**config.mk**
```make
export PLATFORM = sky130hd
export DESIGN_NAME = layer_mode_share_arbiter_unit
export DESIGN_NICKNAME = d
export VERILOG_FILES = /design/src/rtl/lmsa_pkg.sv /design/src/rtl/layer_mode_share_arbiter_unit.sv /design/src/rtl/lmsa_core.sv
export SDC_FILE = /design/constraint.sdc
export NUM_CORES = 1
export LEC_CHECK = 0
export ABC_AREA = 1
export BUFFER_PORTS_ARGS = -buffer_cell sky130_fd_sc_hd__buf_2
export CAP_MARGIN = 10
export CORE_MARGIN = 5
export CORE_UTILIZATION = 50
export DETAILED_ROUTE_END_ITERATION = 10
export HOLD_SLACK_MARGIN = 0.12
export PLACE_DENSITY = 0.75
export SETUP_SLACK_MARGIN = 0.1
export SLEW_MARGIN = 30
export SYNTH_ARGS = -nofsm -noshare
export SYNTH_HDL_FRONTEND = slang
export SYNTH_SLANG_ARGS = --single-unit
export TNS_END_PERCENT = 5
```
**constraint.sdc**
```tcl
create_clock -name clk -period 3.62 [get_ports clk]
set_clock_uncertainty 0.05 [all_clocks]
set_input_delay 0.724 -clock clk [delete_from_list [all_inputs] [get_ports clk]]
set_output_delay 0.724 -clock clk [all_outputs]
set_load 0.005 [all_outputs]
```
**src/rtl/lmsa_pkg.sv**
```systemverilog
// Package for the layer mode share arbiter: operation and status codes,
// mode codes and the state record shared by the core and the top level.
// Depends on nothing.
package lmsa_pkg;

    localparam int MAX_LAYERS = 8;
    localparam int ID_W       = $clog2(MAX_LAYERS);
    localparam int COUNT_W    = 8;
    localparam int CFG_W      = 4;

    localparam logic [CFG_W-1:0] LAYER_COUNT_RESET = CFG_W'(6);
    localparam logic [COUNT_W-1:0] COUNT_MAX = {COUNT_W{1'b1}};

    typedef logic [MAX_LAYERS-1:0] layer_mask_t;

    typedef enum logic [2:0] {
        OP_REGISTER   = 3'd0,
        OP_UNREGISTER = 3'd1,
        OP_ENABLE     = 3'd2,
        OP_DISABLE    = 3'd3,
        OP_ACQUIRE    = 3'd4,
        OP_RELEASE    = 3'd5
    } opcode_t;

    typedef enum logic [2:0] {
        ST_OK       = 3'd0,
        ST_INVALID  = 3'd1,
        ST_NOT_REG  = 3'd2,
        ST_ALREADY  = 3'd3,
        ST_WAIT     = 3'd4,
        ST_MISMATCH = 3'd5
    } status_t;

    typedef enum logic [1:0] {
        MODE_DISPLAY = 2'd0,
        MODE_CAPTURE = 2'd1,
        MODE_NONE    = 2'd2
    } mode_t;

    // Arbiter state as held in the top level and updated by the core.
    typedef struct packed {
        layer_mask_t          registered;
        layer_mask_t          enabled;
        layer_mask_t          waiting;
        layer_mask_t          mode;
        layer_mask_t          hw_enable;
        logic [COUNT_W-1:0]   users;
        logic [1:0]           running_mode;
    } arb_state_t;

    // Result of one transaction.
    typedef struct packed {
        logic [2:0]   status;
        layer_mask_t  wake;
    } arb_result_t;

endpackage

```
**src/rtl/layer_mode_share_arbiter_unit.sv**
```systemverilog
// Top level of the layer mode share arbiter: state registers, result
// register and APB configuration port. Depends on lmsa_pkg and lmsa_core.
//
// The arbiter takes one transaction in every clock cycle: busy is always
// low, and the result of a transaction accepted at one edge is on the
// result ports, marked by done, for the single following cycle. The state
// update and the result are one pass of logic from the command ports and
// the state registers into the state and result registers. The receiver
// cannot stall; a result not taken in its cycle is gone. layer_count is
// written at byte address 0 and must only be changed while no transaction
// is in flight.
module layer_mode_share_arbiter_unit
(
    input  logic                          clk,
    input  logic                          rst_n,

    input  logic                          start,
    output logic                          busy,
    input  logic [2:0]                    opcode,
    input  logic [lmsa_pkg::ID_W-1:0]     layer_id,
    input  logic                          register_mode,

    output logic                          done,
    output logic [2:0]                    status,
    output logic [7:0]                    layer_enable_mask,
    output logic [7:0]                    wake_mask,
    output logic [7:0]                    active_users,
    output logic [1:0]                    current_mode,

    input  logic                          psel,
    input  logic                          penable,
    input  logic                          pwrite,
    input  logic [2:0]                    paddr,
    input  logic [31:0]                   pwdata,
    output logic [31:0]                   prdata,
    output logic                          pready
);

    localparam int MW = lmsa_pkg::MAX_LAYERS;

    lmsa_pkg::arb_state_t  state_reg;
    lmsa_pkg::arb_state_t  state_next;
    lmsa_pkg::arb_result_t result;
    lmsa_pkg::layer_mask_t lanes;

    logic [lmsa_pkg::CFG_W-1:0] layer_count_reg;
    logic                       done_reg;
    logic [2:0]                 status_reg;
    lmsa_pkg::layer_mask_t      wake_reg;
    logic                       accept;
    logic                       cfg_write;

    assign busy      = 1'b0;
    assign pready    = 1'b1;
    assign accept    = start && !busy;
    assign cfg_write = psel && penable && pwrite && pready && !paddr[2];

    // A lane is in use when its id lies below layer_count.
    always_comb
    begin
        for (int i = 0; i < MW; i++)
        begin
            lanes[i] = layer_count_reg > lmsa_pkg::CFG_W'(i);
        end
    end

    lmsa_core u_core
    (
        .state         (state_reg),
        .lanes         (lanes),
        .opcode        (opcode),
        .layer_id      (layer_id),
        .register_mode (register_mode),
        .state_next    (state_next),
        .result        (result)
    );

    always_ff @(posedge clk or negedge rst_n)
    begin
        if (!rst_n)
        begin
            layer_count_reg        <= lmsa_pkg::LAYER_COUNT_RESET;
            state_reg.registered   <= '0;
            state_reg.enabled      <= '0;
            state_reg.waiting      <= '0;
            state_reg.mode         <= '0;
            state_reg.hw_enable    <= '0;
            state_reg.users        <= '0;
            state_reg.running_mode <= lmsa_pkg::MODE_NONE;
            done_reg               <= 1'b0;
        end
        else
        begin
            done_reg <= accept;
            if (accept)
            begin
                state_reg <= state_next;
            end
            if (cfg_write)
            begin
                layer_count_reg <= pwdata[lmsa_pkg::CFG_W-1:0];
            end
        end
    end

    always_ff @(posedge clk)
    begin
        if (accept)
        begin
            status_reg <= result.status;
            wake_reg   <= result.wake;
        end
    end

    always_comb
    begin
        prdata = '0;
        if (!paddr[2])
        begin
            prdata[lmsa_pkg::CFG_W-1:0] = layer_count_reg;
        end
    end

    assign done              = done_reg;
    assign status            = status_reg;
    assign layer_enable_mask = 8'(state_reg.hw_enable);
    assign wake_mask         = 8'(wake_reg);
    assign active_users      = state_reg.users;
    assign current_mode      = state_reg.running_mode;

    a_done_follows_accept: assert property (@(posedge clk) disable iff (!rst_n)
        done == $past(accept))
        else $error("done does not follow an accepted transaction");

    a_wake_only_at_zero: assert property (@(posedge clk) disable iff (!rst_n)
        (done && wake_mask != '0) |-> (active_users == '0 && status == lmsa_pkg::ST_OK))
        else $error("layers woken while users remain");

    a_state_holds_when_idle: assert property (@(posedge clk) disable iff (!rst_n)
        !$past(accept) |-> ($stable(state_reg.users) && $stable(state_reg.hw_enable)
                            && $stable(state_reg.running_mode)))
        else $error("arbiter state changed without a transaction");

    a_wait_keeps_count: assert property (@(posedge clk) disable iff (!rst_n)
        (done && status == lmsa_pkg::ST_WAIT) |-> $stable(state_reg.users))
        else $error("a waiting acquire changed the user count");

    a_mode_set_with_users: assert property (@(posedge clk) disable iff (!rst_n)
        (state_reg.users != '0) |-> (state_reg.running_mode != lmsa_pkg::MODE_NONE))
        else $error("users counted with no running mode");

endmodule

```
**src/rtl/lmsa_core.sv**
```systemverilog
// Combinational next-state and result logic for one transaction of the
// layer mode share arbiter. Depends on lmsa_pkg.
module lmsa_core
(
    input  lmsa_pkg::arb_state_t          state,
    input  lmsa_pkg::layer_mask_t         lanes,
    input  logic [2:0]                    opcode,
    input  logic [lmsa_pkg::ID_W-1:0]     layer_id,
    input  logic                          register_mode,
    output lmsa_pkg::arb_state_t          state_next,
    output lmsa_pkg::arb_result_t         result
);

    lmsa_pkg::layer_mask_t bit_sel;
    lmsa_pkg::layer_mask_t sel;
    lmsa_pkg::layer_mask_t same;
    lmsa_pkg::layer_mask_t wake_set;
    logic                  id_valid;
    logic                  is_reg;
    logic                  lmode;
    logic                  mode_differs;
    logic [lmsa_pkg::COUNT_W-1:0] users_dec;

    always_comb
    begin
        bit_sel      = lmsa_pkg::layer_mask_t'(1) << layer_id;
        id_valid     = |(lanes & bit_sel);
        is_reg       = |(state.registered & bit_sel);
        lmode        = state.mode[layer_id];
        mode_differs = state.running_mode != {1'b0, lmode};
        sel          = state.registered & lanes;
        same         = lmode ? state.mode : ~state.mode;
        users_dec    = (state.users != '0) ? state.users - 1'b1 : state.users;
        wake_set     = state.waiting & lanes;

        state_next    = state;
        result.status = lmsa_pkg::ST_OK;
        result.wake   = '0;

        if (opcode <= 3'(lmsa_pkg::OP_RELEASE) && !id_valid)
        begin
            result.status = lmsa_pkg::ST_INVALID;
        end
        else
        begin
            case (opcode)
                lmsa_pkg::OP_REGISTER:
                begin
                    if (is_reg)
                    begin
                        result.status = lmsa_pkg::ST_ALREADY;
                    end
                    else
                    begin
                        state_next.registered = state.registered | bit_sel;
                        state_next.mode = (state.mode & ~bit_sel)
                                        | ({lmsa_pkg::MAX_LAYERS{register_mode}} & bit_sel);
                    end
                end
                lmsa_pkg::OP_UNREGISTER,
                lmsa_pkg::OP_ENABLE,
                lmsa_pkg::OP_DISABLE,
                lmsa_pkg::OP_ACQUIRE:
                begin
                    if (!is_reg)
                    begin
                        result.status = lmsa_pkg::ST_NOT_REG;
                    end
                    else if (opcode == lmsa_pkg::OP_UNREGISTER)
                    begin
                        state_next.registered = state.registered & ~bit_sel;
                        state_next.enabled    = state.enabled & ~bit_sel;
                        state_next.waiting    = state.waiting & ~bit_sel;
                    end
                    else if (opcode == lmsa_pkg::OP_ENABLE)
                    begin
                        state_next.enabled   = state.enabled | bit_sel;
                        state_next.hw_enable = state.hw_enable | bit_sel;
                    end
                    else if (opcode == lmsa_pkg::OP_DISABLE)
                    begin
                        state_next.enabled   = state.enabled & ~bit_sel;
                        state_next.hw_enable = state.hw_enable & ~bit_sel;
                    end
                    else if (state.users != '0 && mode_differs)
                    begin
                        state_next.waiting = state.waiting | bit_sel;
                        result.status      = lmsa_pkg::ST_WAIT;
                    end
                    else
                    begin
                        // First user in a new mode: reprogram the enables of
                        // every registered layer in use.
                        if (state.users == '0 && mode_differs)
                        begin
                            state_next.hw_enable = (state.hw_enable & ~sel)
                                                 | (sel & state.enabled & same);
                            state_next.running_mode = {1'b0, lmode};
                        end
                        if (state.users != lmsa_pkg::COUNT_MAX)
                        begin
                            state_next.users = state.users + 1'b1;
                        end
                    end
                end
                lmsa_pkg::OP_RELEASE:
                begin
                    if (mode_differs)
                    begin
                        result.status = lmsa_pkg::ST_MISMATCH;
                    end
                    else
                    begin
                        state_next.users = users_dec;
                        if (users_dec == '0)
                        begin
                            result.wake        = wake_set;
                            state_next.waiting = state.waiting & ~wake_set;
                        end
                    end
                end
                default:
                begin
                    result.status = lmsa_pkg::ST_OK;
                end
            endcase
        end
    end

endmodule
```
== Word-level counts from Yosys, hierarchy flattened ==
Cells that the tools add are included.

* Register bits after elaboration: 66
* Logic and storage cells: 142
* Output and inout bits: 64
* Input bits: 48

* Mux-type cells: 38
* Reductions and logical operators: 27
* Add/subtract/negate cells: 2
* Bitwise gates (word level): 32
* Eq/ne operators: 21
* Magnitude comparators: 10
* Shift-type cells: 1

{| class="wikitable"
|+ Operator list
! kind !! number
|-
| 2-to-1 mux 8 bit || 16
|-
| AND 8 bit || 14
|-
| bitwise OR 8 bit || 6
|-
| case mux 8 bit (2 select lines) || 3
|-
| 2-to-1 mux 10 bit || 4
|-
| NOT 8 bit || 4
|-
| 2-to-1 mux 24 bit || 1
|-
| 2-to-1 mux 18 bit || 1
|-
| 2-to-1 mux 3 bit || 6
|-
| AND reduction 9 bit || 2
|-
| greater-than comparator 4 x 3 -> 1 bit, second input constant || 4
|-
| zero test 8 bit || 2
|-
| 2-to-1 mux 16 bit || 1
|-
| OR reduction 8 bit || 2
|-
| != test 2 bit, second input constant || 6
|-
| AND reduction 10 bit || 1
|-
| case mux 3 bit (3 select lines) || 1
|-
| adder 8 x 1 -> 8 bit, second input constant || 1
|-
| greater-than comparator 4 x 1 -> 1 bit, second input constant || 2
|-
| greater-than comparator 4 x 2 -> 1 bit, second input constant || 2
|-
| != test 2 x 1 -> 1 bit, second input constant || 4
|-
| != test 8 bit, second input constant || 1
|-
| NOT 1 bit || 8
|-
| nonzero test 8 bit || 1
|-
| other kinds (24) || 38
|}

== Logic depth before layout (Yosys ltp) ==
Gate-level depths: netlist of the first run.

* Depth in word-level cells: 12
* Mapped depth: 15
* Mapped depth without buffers: 14

== Modules after synthesis ==
Synthesis of the first run repeated with hierarchy kept, for this count alone.

* Cell total of the unflattened synthesis: 902
* Area total of the unflattened synthesis: 5919.4 um^2

{| class="wikitable"
|+ Modules (own cells, without submodules)
! module !! times used !! area each (um^2) !! seq. area each (um^2) !! cells an instance
|-
| layer_mode_share_arbiter_unit || 1 || 3150.5 || 1710.4 || 313
|-
| lmsa_core || 1 || 2768.9 || 0.0 || 589
|}

== Least setup slack after synthesis of the first run ==
Ideal clock, no wire load.

* Path kind: input port to flip-flop
* From: input port layer_id[1] in the netlist's numbering
* To: register state_reg[26] in the netlist's numbering
* Library setup time: 0.121 ns
* Path buffers: 1
* Data required time: 3.449 ns
* Stages: 12
* Arrival: 2.024 ns
* Slack: 1.425 ns
* Cell sequence: buf_2 inv_1 nand2_1 nand3_4 nand2_4 nand2_4 nand3_4 nand2_4 nand2_2 nand2_4 o21bai_1 nand2_1

* Longest elaborated chain between the ends: 8
* Elaborated cells between the ends (all ways): 25
* Classes of those cells: eq/ne (4); shift (1); mux (8); bitwise (6); reduce/logical (6)

{| class="wikitable"
|+ RTL lines
! item !! RTL line !! RTL
|-
| start, declared || layer_mode_share_arbiter_unit.sv:20 || <nowiki>input logic [lmsa_pkg::ID_W-1:0] layer_id,</nowiki>
|-
| parallel branches: the longest is 8 deep, another holds AND reduction 9 bit || -- ||
|-
| end signal, assigned || layer_mode_share_arbiter_unit.sv:97 || <nowiki>state_reg <= state_next;</nowiki>
|-
| end, declared || layer_mode_share_arbiter_unit.sv:41 || <nowiki>lmsa_pkg::arb_state_t state_reg;</nowiki>
|}

Several ways; the timed one is not identified. The select of a mux whose other input is x is not followed.
A chain may end at the register's enable or synchronous reset.

==> qor.yml, run 1 <==
cts_setup_buffers: 0
use_met3: 0.0403
route.detailed.drc: 0
maxSlewViolCount: 0
nFillCells: 955
die_area_sq_um: 11900
die_width_um: 109
power_leakage_nw: 2.79
cts_sinks: 66
critPathMaxFanout: 12
routed_via_density: 5.34
wl_per_cell_um: 14.6
slew_headroom: 0.551
drt_iter0_drc: 514
drive_above_1_share: 0.133
netlist_instances: 721
port_buffers: 51
initial_core_util: 0.508
vias: 4734
cts.repair.resized: 0
synth_top_area_frac: 0.265
synth_cell_types: 36
async_flop_share: 0.833
cap_viol_max_count: 0
arrival_ns: 2.83
max_freq_ghz: 0.376
syn_avg_cell_area_sq_um: 6.82
final_cell_count_no_fill: 886
fin_crit_ns: 2.66
cts_root_buf: "clkbuf_8"
layout.nets: 799
ios: 112
grt_pass1_vias: 4354
grt_pass1_wl_mm: 21.3
grt_use_total: 0.229
tightest_slew_ns: 0.670
grt_util_met2: 0.354
cts_tree: "built"
synth_most_common_cell: "nand2_1"
fin_crit_sh: 0.735
ys_seq_elements: 66
first_pass_iters: 5
overflow: 0
row_count: 36
dieHeight_um: 109
ys.flop_type: "dfrtp_1"
ant_nets: 0
hp-class: "primary input to async pin"
ys_seq_area_frac: 0.348
routed_wl_mm: 13.0
placed_cells: 870
cts_buffer_depth: 2
diodes: 0
status: "completed"
required_ns: 3.79
antenna_found_initial: 0
dp_hpwl_mm: 9.61
grt_setup_unrepaired: "no"
setup_violations: 0
finalHoldViolCount: 0
grt_use_met1: 0.309
setup_tns_ns: 0
syn-cell-area_sq_um: 4920
clk_latency_ns: 0.36
synth_top_area_cell: "dfrtp_1"
globalRoute.busiestLayer: "met2"
power_density_nw_per_um2: 560
grt_max_degree: 31
ys_warn_count: 0
synthTopCellsByCount: "nand2_1 (228), inv_1 (76), nor2_1 (70)"
core_region_area_sq_um: 9680
cp-start-kind: "primary input"
holdWs_ns: 0.327
numCtsBuffers: 9
synth-edff-count: 11
ir_worst_vdd_mv: 0.287
holdBufCountCts: 0
gp_congestion: 0.920
cts_max_level: 3
critPathKind: "primary input to flip-flop"
synth_area_leaders: "dfrtp_1 (26%), nand2_1 (17%), buf_4 (7.6%)"
syn_to_final_growth_pct: 4.58
clkTransAtPathRegs_ns: 0.08
end_kind: "flip-flop"
[worst max-delay path, stage by stage]
cell and delay (ns):
buf_2 0.24, inv_1 0.26, nand3_1 0.15, nand2_1 0.06, nor2_1 0.18, nand2_2 0.12
inv_1 0.10, nand4_1 0.49, nor2_1 0.39, o21ai_0 0.12
[area by class of cell]
type | instances | area [sq um] | area share
Clock buffer | 14 | 143 | 0.0277
Clock inverter | 2 | 10.0 | 0.00195
Inverter | 79 | 297 | 0.0577
Multi-Input combinational cell | 538 | 2540 | 0.494
Sequential cell | 66 | 1710 | 0.333
Tap cell | 133 | 166 | 0.0324
Timing Repair Buffer | 54 | 278 | 0.0540
[report_power, final]
group / internal, mW / switching (mW)
Combinational: 0.426 / 0.861
Sequential: 0.906 / 0.145
Clock: 0.248 / 0.294
[metrics by stage]
step,total power [mW],instance area (sq um),util,worst slack [ns]
2_1_floorplan,2.11,5020,-,1.43
3_3_place_gp,2.30,4990,0.515,0.769
3_5_place_dp,2.33,4990,0.515,0.717
4_1_cts,2.87,5140,0.531,0.982
5_1_grt,3.13,5140,0.531,0.674
6_report,2.88,5140,0.531,0.959
[placed cells by master, fill, tap and decap left out, types with 3 or more instances in the layout]
cell	instances
nand2_4	6
nor2_4	3
dfstp_2	3
o21ai_1	5
clkbuf_1	5
nor2_2	6
edfxtp_1	11
buf_2	51
o22ai_1	4
xor2_1	7
inv_1	76
nand4_1	25
nand3_4	3
nand2_2	4
o21bai_1	8
buf_4	3
clkbuf_8	9
o21ai_0	39
a21oi_1	16
nand2_1	228
conb_1	30
nand3_1	62
nor2_1	70
nor3_1	7
inv_2	3
dfrtp_1	52
ha_1	3
[worst paths after layout]
path,start,end,slack [ns],cells after the start
min in group clk,current_mode[1]$_DFFE_PN1P_,current_mode[1]$_DFFE_PN1P_,0.47,1
max in group asynchronous,rst_n,active_users[0]$_DFFE_PN0P_,2.33,2
max reg2reg,active_users[0]$_DFFE_PN0P_,wake_mask[3]$_SDFFCE_PP0P_,1.04,11
min,rst_n,async pin,0.33,1
min reg2reg,current_mode[1]$_DFFE_PN1P_,current_mode[1]$_DFFE_PN1P_,0.47,1
max,layer_id[2],flip-flop,0.96,10
[per-layer routing]
metal | part of all wire | vias to the layer above
met5 | 0 | -
met4 | 0.027 | 0
met3 | 0.089 | 31
met2 | 0.45 | 236
met1 | 0.44 | 2171
li1 | - | 2296
[kinds of logic after synthesis]
kind of cell / after synthesis / share of synthesized area
AND/OR/NAND/NOR: 419 / 0.383
buffers and inverters: 145 / 0.157
AO/OA/AOI/OAI: 79 / 0.0908
flip-flops: 66 / 0.348
XOR/XNOR: 7 / 0.0125
adder cells (fa/ha/maj): 3 / 0.00763
other: 2 / 0.00153
Power figures use the tool's default switching activity.
==> run 2, diff against run 1 <==
Settings changed: ABC_AREA 1 to 0, CORE_UTILIZATION 50 to 49, PLACE_DENSITY 0.75 to 0.77.
Clock period 3.62 ns to 2.2 ns, I/O delays scaled along.
==> qor.yml, run 2 <==
grt_pass1_wl_mm: 21.1  # -0.91%
violations: "setup timing"
ir_worst_vdd_mv: 0.376  # +31%
dieHeight_um: 107  # -2.3%
hold-path-cell-count: 2
grt_pass1_vias: 4237  # -2.7%
core_region_area_sq_um: 9150  # -5.5%
netlist_instances: 495  # -31%
port_buffers: 51  # unchanged
diodes: 0  # unchanged
rr_worst_depth: 11  # unchanged
vias: 4389  # -7.3%
nFillCells: 697  # -27%
tightest_slew_ns: 0.768  # +0.0984 ns
cts_tree: "built"
ys_warn_count: 0  # unchanged
multi_input_area_sq_um: 2740  # +7.7%
maxSlewViolCount: 0  # unchanged
initial_core_util: 0.500  # -0.00795
dpl-instance-area_sq_um: 5500  # +10%
ios: 112  # unchanged
cts_max_level: 3  # unchanged
critPathKind: "flip-flop to flip-flop"
routed_wl_mm: 13.3  # +2.8%
power_density_nw_per_um2: 777  # +39%
critPathMaxFanout: 3  # -9
max_stage_delay_ns: 0.50  # about the same
clk_latency_ns: 0.35  # about the same
fin_crit_sh: 1.23
synth_most_common_cell: "dfrtp_1"
final_common_cell: "buf_4"
grt_use_total: 0.232  # +0.00299
layout.nets: 672  # -16%
drive_above_1_share: 0.412  # +0.279
route.detailed.drc: 0  # unchanged
first_pass_iters: 5  # unchanged
cap_viol_max_count: 0  # unchanged
power_leakage_nw: 2.77  # -0.91%
path_cells: "inv_4 > buf_4 > ha_2 > nor4b_4 > buf_4 > nand2_1 > mux2i_1 > or4_4 > mux2i_4 > nand2_1 > o31ai_1"
setup_violations: 48  # +48
async_flop_share: 0.833  # unchanged
synth_top_area_cell: "dfrtp_1"
hp-class: "primary input to flip-flop"
wl_per_cell_um: 18.1  # +24%
synth_area_leaders: "dfrtp_1 (28%), buf_4 (8.2%), edfxtp_1 (7.2%)"
overflow: 0  # unchanged
fin_area_sq_um: 5970  # +16%
cts_root_buf: "clkbuf_8"
status: "complete, but fails checks"
ys.flop_type: "dfrtp_1"
dpl_worst_slack_ns: -0.551  # -1.27 ns
timing.final.ws_setup_ns: -0.505  # -1.46 ns
ys_seq_elements: 66  # unchanged
clkTransAtPathRegs_ns: 0.08  # about the same
synth_simple_gate_area_frac: 0.187  # -0.195
finalHoldViolCount: 0  # unchanged
setup_tns_ns: -9.79  # -9.79 ns
cp-start-kind: "flip-flop"
grt_use_met1: 0.323  # +0.0142
arrival_ns: 2.89  # +0.06 ns
grt_max_degree: 56  # +81%
grt_util_met2: 0.366  # +0.0116
synth_fa_ha_area_frac: 0.00820  # +0.000572
cp_slowest_cell: "or4_4"
muxShareOfSynthArea: 0.0744  # +0.0744
globalRoute.busiestLayer: "met2"
final-seq-area_sq_um: 1710  # about the same
synth_xor_xnor_area_share: 0.0249  # +0.0124
final_cell_mix: "buf_4 (102), dfrtp_1 (51), buf_2 (51), nand2_1 (45), conb_1 (30)"
grt_setup_unrepaired: "yes"
synth_cell_types: 70  # +94%
synth_compound_area_frac: 0.209  # +0.119
fin_crit_ns: 2.70
max_freq_ghz: 0.370
routed_via_density: 5.96  # +11%
numCtsBuffers: 9  # unchanged
required_ns: 2.38  # -1.41 ns
syn-cell-area_sq_um: 4580  # -7.0%
die_width_um: 107  # -2.3%
cts_buffer_depth: 2  # unchanged
finalPower_mw: 4.64  # +61%
cts_sinks: 66  # unchanged
synth_top_area_frac: 0.284  # +0.0198
syn_avg_cell_area_sq_um: 9.24  # +36%
drt_iter0_drc: 435  # -15%
dp_hpwl_mm: 9.48  # -1.4%
row_count: 35  # -2.8%
ys_seq_area_frac: 0.374  # +0.0261
end_kind: "flip-flop"
synth_top_family_by_area: "compound AO/OA/AOI/OAI gates"
synth-edff-count: 11  # unchanged
gp_congestion: 0.956  # +3.8%
antenna_found_initial: 0  # unchanged
die_area_sq_um: 11400  # -4.6%
slew_headroom: 0.487  # -0.0632
ant_nets: 0  # unchanged
use_met3: 0.0415  # +0.00128
syn_to_final_growth_pct: 30.5
synthTopCellsByCount: "dfrtp_1 (52), buf_4 (50), nand2_1 (49)"
==> run 2: layout make-up <==
cell class | instances | area share
well taps | 111 | 0.0233
clock inverters | 4 | 0.00419
inverters | 15 | 0.0107
repair buffers | 163 | 0.193
multi-input cells | 366 | 0.458
flip-flops and latches | 66 | 0.287
clock buffers | 12 | 0.0243
==> run 2: cell families after synthesis <==
logic type / count (synthesis)
buf+inv: 91
simple gates: 158
flops: 66
fa+ha+maj: 3
other cells: 2
mux: 29
compound gates: 133
xor+xnor: 13
==> run 2: where the power goes <==
group	leakage [nW]	internal [mW]	switching, mW	total, mW
Combinational	1.83	1.04	1.18	2.22
Sequential	0.844	1.38	0.110	1.49
Clock	0.0911	0.442	0.492	0.934
==> run 2: repair_timing <==
action / 4_1_cts / 5_1_grt
setup endpoints to repair: 58 / 58
pin swaps: 5 / 4
buffers inserted: 1 / 1
hold endpoints to repair: 52 / 0
resized for setup: 38 / 30
hold buffers: 1 / 0
==> run 2: per-layer routing <==
metal | part of all wire | routed length, um | vias up
met4 | 0.020 | 272 | 0
met3 | 0.077 | 1030 | 26
met2 | 0.47 | 6300 | 226
met1 | 0.43 | 5750 | 2120
li1 | - | - | 2017
met5 | 0 | 0 | -
==> run 2: worst paths after layout <==
path	end	start	slack [ns]
worst min-delay path	layer_count_reg[0]$_DFFE_PN0P_	pwdata[0]	0.27
worst max register to register	state_reg[33]$_DFFE_PN0P_	active_users[0]$_DFFE_PN0P_	-0.50
worst max-delay path	state_reg[33]$_DFFE_PN0P_	active_users[0]$_DFFE_PN0P_	-0.50
max in group asynchronous	current_mode[1]$_DFFE_PN1P_	rst_n	1.22
min in group asynchronous	layer_enable_mask[4]$_DFFE_PN0P_	rst_n	0.57
worst min register to register	state_reg[30]$_DFFE_PN0P_	state_reg[30]$_DFFE_PN0P_	0.46
==> run 2: worst max-delay path, delay by kind of cell, from the launching register on <==
family,cells,cell delay [ns]
AND/OR/NAND/NOR,4,0.92
multiplexers,2,0.36
flip-flops,1,0.43
adder cells (fa/ha/maj),1,0.19
AO/OA/AOI/OAI,1,0.31
buffers and inverters,3,0.33
==> run 2: metrics by stage <==
step / hold WS [ns] / util / std cells
2_1_floorplan: 0.0944 / - / 523
5_1_grt: 0.260 / 0.653 / 737
6_report: 0.270 / 0.653 / 737
4_1_cts: 0.260 / 0.637 / 736
3_3_place_gp: 0.410 / 0.601 / 718
3_5_place_dp: 0.419 / 0.601 / 718
